$ cat src/pss_pkg.sv
// Shared types, codes and constants of the power supervisor and sequencer.
`default_nettype none

package pss_pkg;

    localparam int COUNT_BITS_DEF = 16;

    localparam int CFG_ADDR_W = 3;
    localparam int CFG_DATA_W = 16;
    localparam int S_TDATA_W  = 48;
    localparam int S_TUSER_W  = 2;
    localparam int M_TDATA_W  = 24;
    localparam int RESULT_W   = 19;

    localparam logic [CFG_ADDR_W-1:0] REG_BATT_WARN    = 3'd0;
    localparam logic [CFG_ADDR_W-1:0] REG_BATT_CUTOFF  = 3'd1;
    localparam logic [CFG_ADDR_W-1:0] REG_BUS_TOL      = 3'd2;
    localparam logic [CFG_ADDR_W-1:0] REG_RUN_CURRENT  = 3'd3;
    localparam logic [CFG_ADDR_W-1:0] REG_READ_IVL     = 3'd4;
    localparam logic [CFG_ADDR_W-1:0] REG_RESET_WAIT   = 3'd5;
    localparam logic [CFG_ADDR_W-1:0] REG_COPROC_EN    = 3'd6;

    localparam logic [1:0] OP_TICK       = 2'd0;
    localparam logic [1:0] OP_PWR_DOWN   = 2'd1;
    localparam logic [1:0] OP_CHIP_RESET = 2'd2;

    localparam logic [2:0] MAIN_CODE_INIT      = 3'd0;
    localparam logic [2:0] MAIN_CODE_SAMPLE    = 3'd1;
    localparam logic [2:0] MAIN_CODE_WAIT      = 3'd2;
    localparam logic [2:0] MAIN_CODE_PD_SAMPLE = 3'd3;
    localparam logic [2:0] MAIN_CODE_PD_WAIT   = 3'd4;
    localparam logic [2:0] MAIN_CODE_PD_DONE   = 3'd5;

    localparam logic [9:0] BEEP_NONE_MS     = 10'd0;
    localparam logic [9:0] BEEP_LOW_BATT_MS = 10'd50;
    localparam logic [9:0] BEEP_RESET_MS    = 10'd200;
    localparam logic [9:0] BEEP_START_MS    = 10'd800;

    localparam logic [15:0] VBUS_NOMINAL_MV = 16'd5000;
    localparam logic [14:0] VBAT_BEEP_MIN_MV = 15'd6000;

    typedef enum logic [5:0] {
        MS_INIT      = 6'b000001,
        MS_SAMPLE    = 6'b000010,
        MS_WAIT      = 6'b000100,
        MS_PD_SAMPLE = 6'b001000,
        MS_PD_WAIT   = 6'b010000,
        MS_PD_DONE   = 6'b100000
    } main_state_t;

    typedef enum logic [2:0] {
        RS_IDLE  = 3'b001,
        RS_START = 3'b010,
        RS_WAIT  = 3'b100
    } reset_state_t;

    typedef struct packed {
        logic [14:0] battery_warn_mv;
        logic [14:0] battery_cutoff_mv;
        logic [12:0] bus_tolerance_mv;
        logic [14:0] running_current_ma;
        logic [15:0] read_interval_ticks;
        logic [15:0] reset_wait_ticks;
        logic        coproc_enable;
    } cfg_t;

    localparam cfg_t CFG_RESET = '{
        battery_warn_mv:     15'd7000,
        battery_cutoff_mv:   15'd6600,
        bus_tolerance_mv:    13'd250,
        running_current_ma:  15'd100,
        read_interval_ticks: 16'd10,
        reset_wait_ticks:    16'd10,
        coproc_enable:       1'b1
    };

    typedef struct packed {
        logic [9:0] beep_ms;
        logic       coproc_running;
        logic       power_good;
        logic       chip_ready;
        logic       chip_power;
        logic       coproc_power;
        logic       switch_open;
        logic [2:0] main_state;
    } result_t;

    function automatic logic [2:0] main_code(main_state_t st);
        logic [2:0] code;
        unique case (st)
            MS_INIT:      code = MAIN_CODE_INIT;
            MS_SAMPLE:    code = MAIN_CODE_SAMPLE;
            MS_WAIT:      code = MAIN_CODE_WAIT;
            MS_PD_SAMPLE: code = MAIN_CODE_PD_SAMPLE;
            MS_PD_WAIT:   code = MAIN_CODE_PD_WAIT;
            MS_PD_DONE:   code = MAIN_CODE_PD_DONE;
            default:      code = MAIN_CODE_INIT;
        endcase
        return code;
    endfunction

endpackage

`default_nettype wire

$ cat src/power_supervisor_sequencer_top.sv
// Top level of the power supervisor and sequencer: ports, registers and item pipeline.
//
//  Channel  Direction  Payload
//  cfg_*    in         register index, write data; written at once, no read-back
//  s_*      in         tuser: op; tdata: vbat_mv, vbus_mv, coproc_ma
//  m_*      out        tdata: main_state .. beep_ms, one item per input item
//
// One item is accepted per cycle while the output is not stalled; an accepted item sits in the input
// register, and its result is loaded into the output register when that register is free or being read.
// All state is updated by a single pass of compare and count logic, at the edge that loads that result.
// Reset is synchronous and active low; it restores the register defaults and the state.
// A stalled output holds its item, and a new item is still taken while the input register is free.
`default_nettype none

module power_supervisor_sequencer_top #(
    parameter int COUNT_BITS = pss_pkg::COUNT_BITS_DEF
) (
    input  wire logic                            aclk,
    input  wire logic                            aresetn,
    input  wire logic                            cfg_we,
    input  wire logic [pss_pkg::CFG_ADDR_W-1:0]  cfg_addr,
    input  wire logic [pss_pkg::CFG_DATA_W-1:0]  cfg_wdata,
    input  wire logic                            s_tvalid,
    output logic                                 s_tready,
    // From bit 0: vbat_mv[14:0], vbus_mv[29:15], coproc_ma[45:30], zero fill.
    input  wire logic [pss_pkg::S_TDATA_W-1:0]   s_tdata,
    // From bit 0: op[1:0].
    input  wire logic [pss_pkg::S_TUSER_W-1:0]   s_tuser,
    output logic                                 m_tvalid,
    input  wire logic                            m_tready,
    // From bit 0: main_state[2:0], switch_open, coproc_power, chip_power, chip_ready,
    // power_good, coproc_running, beep_ms[18:9], zero fill.
    output logic [pss_pkg::M_TDATA_W-1:0]        m_tdata
);
    import pss_pkg::*;

    cfg_t                   cfg_reg;
    logic                   in_valid_reg;
    logic [S_TUSER_W-1:0]   in_op_reg;
    logic [S_TDATA_W-1:0]   in_data_reg;
    logic                   out_valid_reg;
    logic [M_TDATA_W-1:0]   out_data_reg;
    logic                   advance, fire;
    result_t                res;

    assign advance  = !out_valid_reg || m_tready;
    assign fire     = in_valid_reg && advance;
    assign s_tready = !in_valid_reg || advance;
    assign m_tvalid = out_valid_reg;
    assign m_tdata  = out_data_reg;

    always_ff @(posedge aclk) begin
        if (!aresetn) begin
            cfg_reg <= CFG_RESET;
        end else if (cfg_we) begin
            unique case (cfg_addr)
                REG_BATT_WARN:   cfg_reg.battery_warn_mv     <= cfg_wdata[14:0];
                REG_BATT_CUTOFF: cfg_reg.battery_cutoff_mv   <= cfg_wdata[14:0];
                REG_BUS_TOL:     cfg_reg.bus_tolerance_mv    <= cfg_wdata[12:0];
                REG_RUN_CURRENT: cfg_reg.running_current_ma  <= cfg_wdata[14:0];
                REG_READ_IVL:    cfg_reg.read_interval_ticks <= cfg_wdata;
                REG_RESET_WAIT:  cfg_reg.reset_wait_ticks    <= cfg_wdata;
                REG_COPROC_EN:   cfg_reg.coproc_enable       <= cfg_wdata[0];
                default: begin
                end
            endcase
        end
    end

    always_ff @(posedge aclk) begin
        if (!aresetn) begin
            in_valid_reg <= 1'b0;
        end else if (s_tready) begin
            in_valid_reg <= s_tvalid;
        end
    end

    always_ff @(posedge aclk) begin
        if (s_tready && s_tvalid) begin
            in_op_reg   <= s_tuser;
            in_data_reg <= s_tdata;
        end
    end

    pss_core #(
        .COUNT_BITS (COUNT_BITS)
    ) u_core (
        .aclk      (aclk),
        .aresetn   (aresetn),
        .fire      (fire),
        .cfg       (cfg_reg),
        .op        (in_op_reg),
        .vbat_mv   (in_data_reg[14:0]),
        .vbus_mv   (in_data_reg[29:15]),
        .coproc_ma (in_data_reg[45:30]),
        .res       (res)
    );

    always_ff @(posedge aclk) begin
        if (!aresetn) begin
            out_valid_reg <= 1'b0;
        end else if (advance) begin
            out_valid_reg <= in_valid_reg;
        end
    end

    always_ff @(posedge aclk) begin
        if (fire) begin
            out_data_reg <= {(M_TDATA_W - RESULT_W)'(0), res};
        end
    end

endmodule

`default_nettype wire

$ cat src/pss_core.sv
// Supervisor state machines, tick counters and power flags, updated once per item.
`default_nettype none

module pss_core #(
    parameter int COUNT_BITS = pss_pkg::COUNT_BITS_DEF
) (
    input  wire logic              aclk,
    input  wire logic              aresetn,
    input  wire logic              fire,
    input  wire pss_pkg::cfg_t     cfg,
    input  wire logic [1:0]        op,
    input  wire logic [14:0]       vbat_mv,
    input  wire logic [14:0]       vbus_mv,
    input  wire logic [15:0]       coproc_ma,
    output pss_pkg::result_t       res
);
    import pss_pkg::*;

    localparam int CMP_W = (COUNT_BITS > 16) ? COUNT_BITS : 16;

    main_state_t            main_reg, main_next;
    reset_state_t           rst_reg, rst_next;
    logic [COUNT_BITS-1:0]  icnt_reg, icnt_next, icnt_inc;
    logic [COUNT_BITS-1:0]  rcnt_reg, rcnt_next, rcnt_inc;
    logic                   good_reg, good_next;
    logic                   cur_reg, cur_next;
    logic                   coproc_reg, coproc_next;
    logic                   switch_reg, switch_next;
    logic                   chip_reg, chip_next;
    logic [9:0]             beep;
    logic                   good_s, cur_s, low_batt;
    logic                   icnt_done, rcnt_done;
    logic [15:0]            vbus_ext, tol_ext;

    assign vbus_ext = {1'b0, vbus_mv};
    assign tol_ext  = {3'b000, cfg.bus_tolerance_mv};

    // Lower bus bound is written as vbus + tol > 5000 so a tolerance above 5000 needs no sign.
    assign good_s = (vbus_ext < (VBUS_NOMINAL_MV + tol_ext)) &&
                    ((vbus_ext + tol_ext) > VBUS_NOMINAL_MV) &&
                    (vbat_mv > cfg.battery_cutoff_mv);
    assign cur_s    = $signed(coproc_ma) > $signed({1'b0, cfg.running_current_ma});
    assign low_batt = (vbat_mv < cfg.battery_warn_mv) && (vbat_mv > VBAT_BEEP_MIN_MV);

    assign icnt_inc  = (&icnt_reg) ? icnt_reg : icnt_reg + 1'b1;
    assign rcnt_inc  = (&rcnt_reg) ? rcnt_reg : rcnt_reg + 1'b1;
    assign icnt_done = CMP_W'(icnt_inc) > CMP_W'(cfg.read_interval_ticks);
    assign rcnt_done = CMP_W'(rcnt_inc) > CMP_W'(cfg.reset_wait_ticks);

    always_comb begin
        main_next   = main_reg;
        rst_next    = rst_reg;
        icnt_next   = icnt_reg;
        rcnt_next   = rcnt_reg;
        good_next   = good_reg;
        cur_next    = cur_reg;
        coproc_next = coproc_reg;
        switch_next = switch_reg;
        chip_next   = chip_reg;
        beep        = BEEP_NONE_MS;
        if (fire) begin
            unique case (op)
                OP_PWR_DOWN: begin
                    main_next = MS_PD_SAMPLE;
                end
                OP_CHIP_RESET: begin
                    rst_next = RS_START;
                end
                OP_TICK: begin
                    unique case (main_reg)
                        MS_INIT: begin
                            beep      = BEEP_START_MS;
                            good_next = good_s;
                            cur_next  = cur_s;
                            main_next = MS_SAMPLE;
                        end
                        MS_SAMPLE: begin
                            good_next = good_s;
                            cur_next  = cur_s;
                            if (!good_s) begin
                                switch_next = 1'b1;
                            end
                            if (low_batt) begin
                                beep = BEEP_LOW_BATT_MS;
                            end
                            if (good_s && cfg.coproc_enable) begin
                                coproc_next = 1'b1;
                            end
                            icnt_next = '0;
                            main_next = MS_WAIT;
                        end
                        MS_WAIT: begin
                            icnt_next = icnt_inc;
                            if (icnt_done) begin
                                main_next = MS_SAMPLE;
                            end
                        end
                        MS_PD_WAIT: begin
                            icnt_next = icnt_inc;
                            if (icnt_done) begin
                                main_next = MS_PD_SAMPLE;
                            end
                        end
                        MS_PD_SAMPLE: begin
                            good_next = good_s;
                            cur_next  = cur_s;
                            if (!good_s) begin
                                switch_next = 1'b1;
                            end
                            if (!cur_s) begin
                                main_next = MS_PD_DONE;
                            end else begin
                                icnt_next = '0;
                                main_next = MS_PD_WAIT;
                            end
                        end
                        MS_PD_DONE: begin
                            switch_next = 1'b1;
                        end
                        default: begin
                            main_next = MS_INIT;
                        end
                    endcase

                    unique case (rst_reg)
                        RS_IDLE: begin
                        end
                        RS_START: begin
                            if (main_next != MS_INIT) begin
                                chip_next = 1'b0;
                                rcnt_next = '0;
                                rst_next  = RS_WAIT;
                                beep      = BEEP_RESET_MS;
                            end
                        end
                        RS_WAIT: begin
                            rcnt_next = rcnt_inc;
                            if (rcnt_done) begin
                                chip_next = 1'b1;
                                rst_next  = RS_IDLE;
                            end
                        end
                        default: begin
                            chip_next = 1'b1;
                            rst_next  = RS_IDLE;
                        end
                    endcase
                end
                default: begin
                end
            endcase
        end
    end

    always_ff @(posedge aclk) begin
        if (!aresetn) begin
            main_reg   <= MS_INIT;
            rst_reg    <= RS_IDLE;
            icnt_reg   <= '0;
            rcnt_reg   <= '0;
            good_reg   <= 1'b0;
            cur_reg    <= 1'b0;
            coproc_reg <= 1'b0;
            switch_reg <= 1'b0;
            chip_reg   <= 1'b1;
        end else begin
            main_reg   <= main_next;
            rst_reg    <= rst_next;
            icnt_reg   <= icnt_next;
            rcnt_reg   <= rcnt_next;
            good_reg   <= good_next;
            cur_reg    <= cur_next;
            coproc_reg <= coproc_next;
            switch_reg <= switch_next;
            chip_reg   <= chip_next;
        end
    end

    always_comb begin
        res.main_state     = main_code(main_next);
        res.switch_open    = switch_next;
        res.coproc_power   = coproc_next;
        res.chip_power     = chip_next;
        res.chip_ready     = (rst_next == RS_IDLE);
        res.power_good     = good_next;
        res.coproc_running = cur_next && coproc_next;
        res.beep_ms        = beep;
    end

endmodule

`default_nettype wire

$ cat config.mk
export PLATFORM = sky130hd
export DESIGN_NAME = power_supervisor_sequencer_top
export DESIGN_NICKNAME = d
export VERILOG_FILES = /design/src/pss_pkg.sv /design/src/power_supervisor_sequencer_top.sv /design/src/pss_core.sv
export SDC_FILE = /design/constraint.sdc
export NUM_CORES = 1
export LEC_CHECK = 0
export BUFFER_PORTS_ARGS = -buffer_cell sky130_fd_sc_hd__buf_2
export CAP_MARGIN = 40
export CORE_AREA = 2 2 169 171
export CTS_CLUSTER_DIAMETER = 120
export DETAILED_ROUTE_END_ITERATION = 7
export DIE_AREA = 0 0 171 173
export GPL_ROUTABILITY_DRIVEN = 0
export PLACE_DENSITY_LB_ADDON = 0.05
export SLEW_MARGIN = 40
export SYNTH_ARGS = -nofsm -noshare
export SYNTH_HDL_FRONTEND = slang
export SYNTH_SLANG_ARGS = --single-unit
$ cat constraint.sdc
create_clock -name aclk -period 4.6 [get_ports aclk]
set_input_delay 0.92 -clock aclk [delete_from_list [all_inputs] [get_ports aclk]]
set_output_delay 0.92 -clock aclk [all_outputs]
set_load 0.005 [all_outputs]
==> results by group, run 1 <==
Detailed routing
  • DR vias/cell: 5.16
  • Final ANT Viol Nets: 0
  • Wire per inst: 16.2 um
  • Met3 wire len: between 900 and 1000 um
  • Detailed Route Iter0 Violations: 482
  • Pre-antenna DRT Iters: 4
  • DR WL met2: 12,600 um
  • Via count: 8,872
  • Max Used Layer: met5
  • # DRC: 0
  • M1 wire length: approximately 14,000 um
  • Final wirelength: 27,800 um

Finish
  • Design area: 12,500 um^2
  • Area Growth Syn to Fin: 13.6%
  • ANT cells: 0
  • Final Non-Filler Cells: 1,718
  • Max FFs per register: 91
  • Commonest cells after routing, fill and taps aside: nand2_1, dfxtp_1, ha_1, a21oi_1, inv_1
  • Final #Nets: ~1,500
  • Most common cell after layout, fill and taps aside: nand2_1
  • Layout cells sized above 1: 0.120

Power
  • Pwr/cell area: between 300 and 400 nW/um^2
  • Leakage power: 0.00502 uW
  • Tot Pwr: around 3800 uW
  • VDD IR max: 0.188 mV

Critical path
  • WP buf/inv: 1
  • CP endpoint kind: flip-flop
  • Data required time at the worst endpoint: 4.88 ns
  • CP Launch Type: flip-flop
  • Most used cell, CP: nand4_1
  • Worst EP arrival: 4.61 ns
  • Worst path cell trace: and4_1 -> nand4_1 -> nor2_2 -> nand4_2 -> buf_4 -> and3_1 -> nand4_1 -> xnor2_1 -> ha_1 -> nand2_1 -> or4_1 -> o31a_1 -> or3_4 -> a21o_1 -> or3_1 -> o22ai_1
  • CP Class: reg -> reg
  • Crit-path leading delay family: simple AND/OR/NAND/NOR gates
  • Crit-path max cell delay: 0.58 ns
  • CP max stage cell: or4_1
  • CP max FO: 8

Synthesis
  • EDFF count, synth: 61
  • Synthesis Warnings: 0
  • Synth top area share: 0.253
  • Syn Std Cell Area: 11,000 um^2
  • Synth Area in Simple Gates: 0.184
  • Adder-cell share of the synthesized area: 0.121
  • Yosys cell types: between 70 and 80
  • Synth Register Bits: 200
  • Largest area contributor in the netlist: dfxtp_1
  • Synth Area in XOR/XNOR: 0.0350
  • Post-synth ARST share: 0
  • Synth Area in Compound Gates: 0.181
  • Post-Synthesis Cells: 1,248
  • Main combinational cell family by area after synthesis: simple AND/OR/NAND/NOR gates
  • Mux cell area share after synthesis: 0.00375
  • Syn_area_per_cell: 8.82 um^2
  • Register area share after synthesis: 0.419
  • Ranking of synthesized cells by area: dfxtp_1, edfxtp_1, ha_1
  • Main synth FF type: dfxtp_1

STA
  • Worst slew pin tran: 1.01 ns
  • Setup violators final: 0
  • Max-slew violations: 0
  • Fmax: 231 MHz
  • Min Tclk post-route: 4.32 ns
  • Setup tns final: 0 ns
  • Period Utilization, post-route: 0.940
  • Final Skew: 0.0184 ns
  • Worst Slack Setup Final: 0.276 ns
  • Slew headroom: 0.322
  • Setup repair after global routing missed its margin: no
  • Hold Fails Final Rpt: 0

Clock network
  • Hold_buf cts: 0
  • TritonCTS Buffers: 17
  • CTS clk-pin slew, worst paths: around 0.080 ns
  • H-tree levels: 4
  • CTS tree: yes
  • Clock Sinks: 200
  • Root Driver: clkbuf_16
  • Clk_lat worst skew: 0.45 ns
  • Clock buffer depth: 2

GRT
  • Grt ovf: 0
  • Vias in the first global route: about 8,400
  • First-pass GRT wire length: 44,800 um
  • Initial antenna violation count: 2
  • Overall Global Routing Usage: 0.191
  • Largest net degree at the start of global routing: 45

Worst hold path
  • Min-Delay Path Class: reg -> reg

Floorplanning
  • Number of cell rows: 61
  • # IOs: 100
  • Die H: 173 um
  • Initial Utilization: 0.398
  • Chip width: 171 um
  • Die ar.: between 20,000 and 30,000 um^2
  • CORE AREA: 27,600 um^2

Job
  • Max-cap violations: 0

Place
  • Inst Count DP: between 1,500 and 2,000
  • Port bufs: 90
  • Dpl ws: roughly 0.22 ns
  • Placed Area: 11,900 um^2
  • HPWL Detailed: 20,300 um

Outcome
  • Status: complete, no violations
-- tightest hold or removal path: stages, from the launching register on --
cell     delay [ns]
dfxtp_1        0.31
nand2_1        0.05
a21oi_1        0.05
-- routing by layer --
metal  up-vias  GRT usage
li1       4559          -
met1      4119      0.271
met2       169      0.304
met3        23     0.0304
met4         2     0.0473
met5         -          0
-- logic make-up (layout without fill, tap and decap cells) --
family | count (synthesis) | count (layout)
AO/OA/AOI/OAI | 303 | 303
XOR/XNOR | 44 | 44
adder cells (fa/ha/maj) | 106 | 106
buffers and inverters | 149 | 235
flip-flops | 200 | 200
multiplexers | 4 | 4
other | 1 | 7
AND/OR/NAND/NOR | 441 | 441
-- what timing repair did --
item / 4_1_cts / 5_1_grt
setup endpoints to repair: 0 / 3
buffers inserted: 0 / 1
gates resized for setup: 0 / 5
endpoints found under the hold margin: 0 / 0
-- cell type report --
class                   count  area [um^2]
flip-flops and latches    200         4620
multi-input cells         905         5850
inverters                  94          353
clock buffers              17          425
fillers                  2836        15100
clock inverters            15          174
repair buffers            109          609
well taps                 378          473
-- cells in the mapped netlist, types with 11 or more instances --
library cell,n
and3_1,14
nor2b_1,15
inv_1,93
o21ai_0,32
dfxtp_1,139
o21a_1,17
xnor2_1,31
nand3_1,24
clkbuf_1,37
ha_1,105
a22oi_1,21
nor3_1,19
o211ai_1,30
nand2b_1,12
buf_4,11
nor2_1,73
a21oi_1,104
edfxtp_1,61
xor2_1,13
nand4_1,19
nand2_1,218
a31oi_1,15
a21o_1,21
-- metrics by stage --
stage | util | hold WS (ns)
2_1_floorplan | - | 0.436
3_3_place_gp | 0.429 | 0.442
3_5_place_dp | 0.430 | 0.447
4_1_cts | 0.451 | 0.459
5_1_grt | 0.452 | 0.473
6_report | 0.452 | 0.458
-- power by group --
part	switching (uW)	internal [uW]	total [uW]
combinational	221	150	371
sequential	35.4	1870	1910
clock	800	739	1540
total	1060	2760	3820
-- final timing paths --
kind	start	end	slack [ns]	cells past startpoint
setup / recovery	u_core.icnt_reg[7]	m_tdata[0]	0.28	16
hold / removal	cfg_reg[29]	cfg_reg[29]	0.46	2
setup reg to reg	u_core.icnt_reg[7]	m_tdata[0]	0.28	16
hold reg to reg	cfg_reg[29]	cfg_reg[29]	0.46	2
(Power assumes the default switching activity.)
==> inputs of run 2 (changes only) <==
Settings changed: CORE_AREA 2 2 169 171 to 2 2 155 157, DIE_AREA 0 0 171 173 to 0 0 157 159.
==> run 2 against run 1 <==
Net effect:
- combinational power decreased by 1%
- non-clock buffer count decreased by 5
- largest cell class unchanged
- critical path type unchanged
- sequential power about the same
- highest routed layer unchanged
- via count decreased by 0.37%
- wire length decreased by 5.1%
- clock-buffer cell count increased by 1
- die area decreased by 16%
==> results by group, run 2 (same netlist as run 1, synthesis figures left out) <==
Outcome
  • Status: complete, no violations

STA
  • Final Skew: 0.0204 ns (+0.00196 ns)
  • Period Utilization, post-route: 0.942 (+0.00154)
  • Hold Fails Final Rpt: 0 (unchanged)
  • Setup tns final: 0 ns (unchanged)
  • Worst Slack Setup Final: 0.269 ns (-0.00710 ns)
  • Max-slew violations: 0 (unchanged)
  • Setup repair after global routing missed its margin: no
  • Worst hold margin: 0.454 ns (-0.00386 ns)
  • Worst slew pin tran: 0.787 ns (-0.221 ns)
  • Slew headroom: 0.473 (+0.151)
  • Fmax: 231 MHz (-0.16%)
  • Min Tclk post-route: 4.33 ns (+0.00709 ns)
  • Setup violators final: 0 (unchanged)

GRT
  • Busiest grt layer: met2
  • Met3 usage: 0.0313 (+0.000859)
  • Vias in the first global route: 8,111 (-3.6%)
  • Largest net degree at the start of global routing: 85 (+89%)
  • GR met2 Demand/Resource: 0.347 (+0.0424)
  • Initial antenna violation count: 2 (unchanged)
  • Met1 usage in global routing: 0.308 (+0.0368)
  • Grt ovf: 0 (unchanged)
  • Overall Global Routing Usage: 0.215 (+0.0238)
  • First-pass GRT wire length: 42,600 um (-4.9%)

Place
  • HPWL Detailed: 19,300 um (-4.7%)
  • Dpl ws: 0.184 ns (-0.0373 ns)
  • Port bufs: 90 (unchanged)

Critical path
  • CP endpoint kind: flip-flop
  • Data required time at the worst endpoint: 4.88 ns (about the same)
  • CP Class: reg -> reg
  • CP Launch Type: flip-flop
  • Worst EP arrival: 4.61 ns (about the same)
  • CP max FO: 8 (unchanged)

Power
  • VDD IR max: 0.254 mV (+35%)
  • Pwr/cell area: 308 nW/um^2 (+0.84%)
  • Leakage power: 0.00499 uW (-0.51%)

Detailed routing
  • Via count: 8,839 (-0.37%)
  • Detailed Route Iter0 Violations: 441 (-8.5%)
  • DR vias/cell: 5.34 (+3.5%)
  • Wire per inst: 16.0 um (-1.4%)
  • Final ANT Viol Nets: 0 (unchanged)
  • Final wirelength: 26,400 um (-5.1%)
  • # DRC: 0 (unchanged)
  • Pre-antenna DRT Iters: 5 (+1)

Clock network
  • CTS clk-pin slew, worst paths: 0.07 ns (about the same)
  • TritonCTS Buffers: 17 (unchanged)
  • Root Driver: clkbuf_16
  • CTS tree: yes
  • Clock buffer depth: 2 (unchanged)
  • Clk_lat worst skew: 0.44 ns (about the same)
  • H-tree levels: 4 (unchanged)
  • Clock Sinks: 200 (unchanged)
  • Hold_buf cts: 0 (unchanged)

Floorplanning
  • Chip width: 157 um (-8.2%)
  • CORE AREA: 23,200 um^2 (-16%)
  • Number of cell rows: 56 (-8.2%)
  • Initial Utilization: 0.474 (+0.0762)
  • Die H: 159 um (-8.1%)
  • Die ar.: 25,000 um^2 (-16%)
  • # IOs: 100 (unchanged)

Finish
  • Filler cell count: 2,173 (-23%)
  • Most common cell after layout, fill and taps aside: nand2_1
  • Layout cells sized above 1: 0.116 (-0.00404)
  • Max FFs per register: 91 (unchanged)
  • Final #Nets: 1,502 (-0.33%)
  • Finished Core Util: 0.533 (+0.0809)
  • Multi-input gate area: 5830 um^2 (-0.28%)
  • Commonest cells after routing, fill and taps aside: nand2_1, dfxtp_1, ha_1, a21oi_1, inv_1
  • Area Growth Syn to Fin: 12.4%
  • Register Area: 4620 um^2 (about the same)
  • ANT cells: 0 (unchanged)

Job
  • Max-cap violations: 0 (unchanged)

Worst hold path
  • Min-Delay Path Class: reg -> reg
[run 2: cell types whose count changed in the layout (fill, tap and decap cells not counted), sizes merged]
| cell | before | now |
|---|---|---|
| clkinvlp | 1 | 0 |
| inv | 102 | 101 |
| buf | 109 | 104 |
| bufinv | 0 | 1 |
| clkbuf | 17 | 18 |
[run 2: critical path: stages (launching register included)]
cell	delay [ns]
dfxtp_2	0.39
and4_1	0.26
nand4_1	0.15
nor2_2	0.17
nand4_2	0.12
nand2_1	0.17
nor2_1	0.12
and4_1	0.25
xor2_1	0.17
ha_1	0.34
nand4_1	0.11
or4_1	0.50
o221ai_1	0.19
o31a_1	0.31
nor3_1	0.08
a221o_1	0.35
or3_1	0.36
o22ai_1	0.16
[run 2: layer usage]
| layer | share of wire | routed length (um) | up-vias |
|---|---|---|---|
| met1 | 0.49 | 13000 | 4084 |
| met4 | 0.0094 | 248 | 4 |
| met5 | 0.00091 | 24 | - |
| li1 | - | - | 4561 |
| met3 | 0.035 | 915 | 21 |
| met2 | 0.46 | 12300 | 169 |
[run 2: path summary, 6_finish.rpt]
path	end	start	slack, ns	depth (start not counted)
worst max-delay path	m_tdata[0]	u_core.icnt_reg[4]	0.27	17
worst min-delay path	cfg_reg[9]	cfg_reg[9]	0.45	2
worst max register to register	m_tdata[0]	u_core.icnt_reg[4]	0.27	17
worst min register to register	cfg_reg[9]	cfg_reg[9]	0.45	2
[run 2: report_power, final]
group / leakage, uW / internal, uW / total [uW] / switching [uW]
registers: 0.00172 / 1870 / 1910 / 35.5
clock network: 0.000296 / 785 / 1540 / 751
logic: 0.00298 / 148 / 366 / 218
[run 2: repair_timing]
action | CTS | global route
setup buffers | 0 | 1
endpoints found under the setup margin | 0 | 1
resized for setup | 0 | 5
[run 2: layout make-up]
class | instances | share of cell area
Clock buffer | 18 | 0.0347
Sequential cell | 200 | 0.373
Timing Repair Buffer | 104 | 0.0454
Inverter | 94 | 0.0285
Multi-Input combinational cell | 905 | 0.471
Clock inverter | 14 | 0.0143
Tap cell | 319 | 0.0323
[run 2: stage by stage]
| step | cell area, um^2 | std cells | total power, uW |
|---|---|---|---|
| 2_1_floorplan | 11000 | 1254 | 2180 |
| 3_3_place_gp | 11700 | 1621 | 2310 |
| 3_5_place_dp | 11700 | 1621 | 2320 |
| 4_1_cts | 12400 | 1653 | 3850 |
| 5_1_grt | 12400 | 1654 | 3960 |
| 6_report | 12400 | 1654 | 3810 |
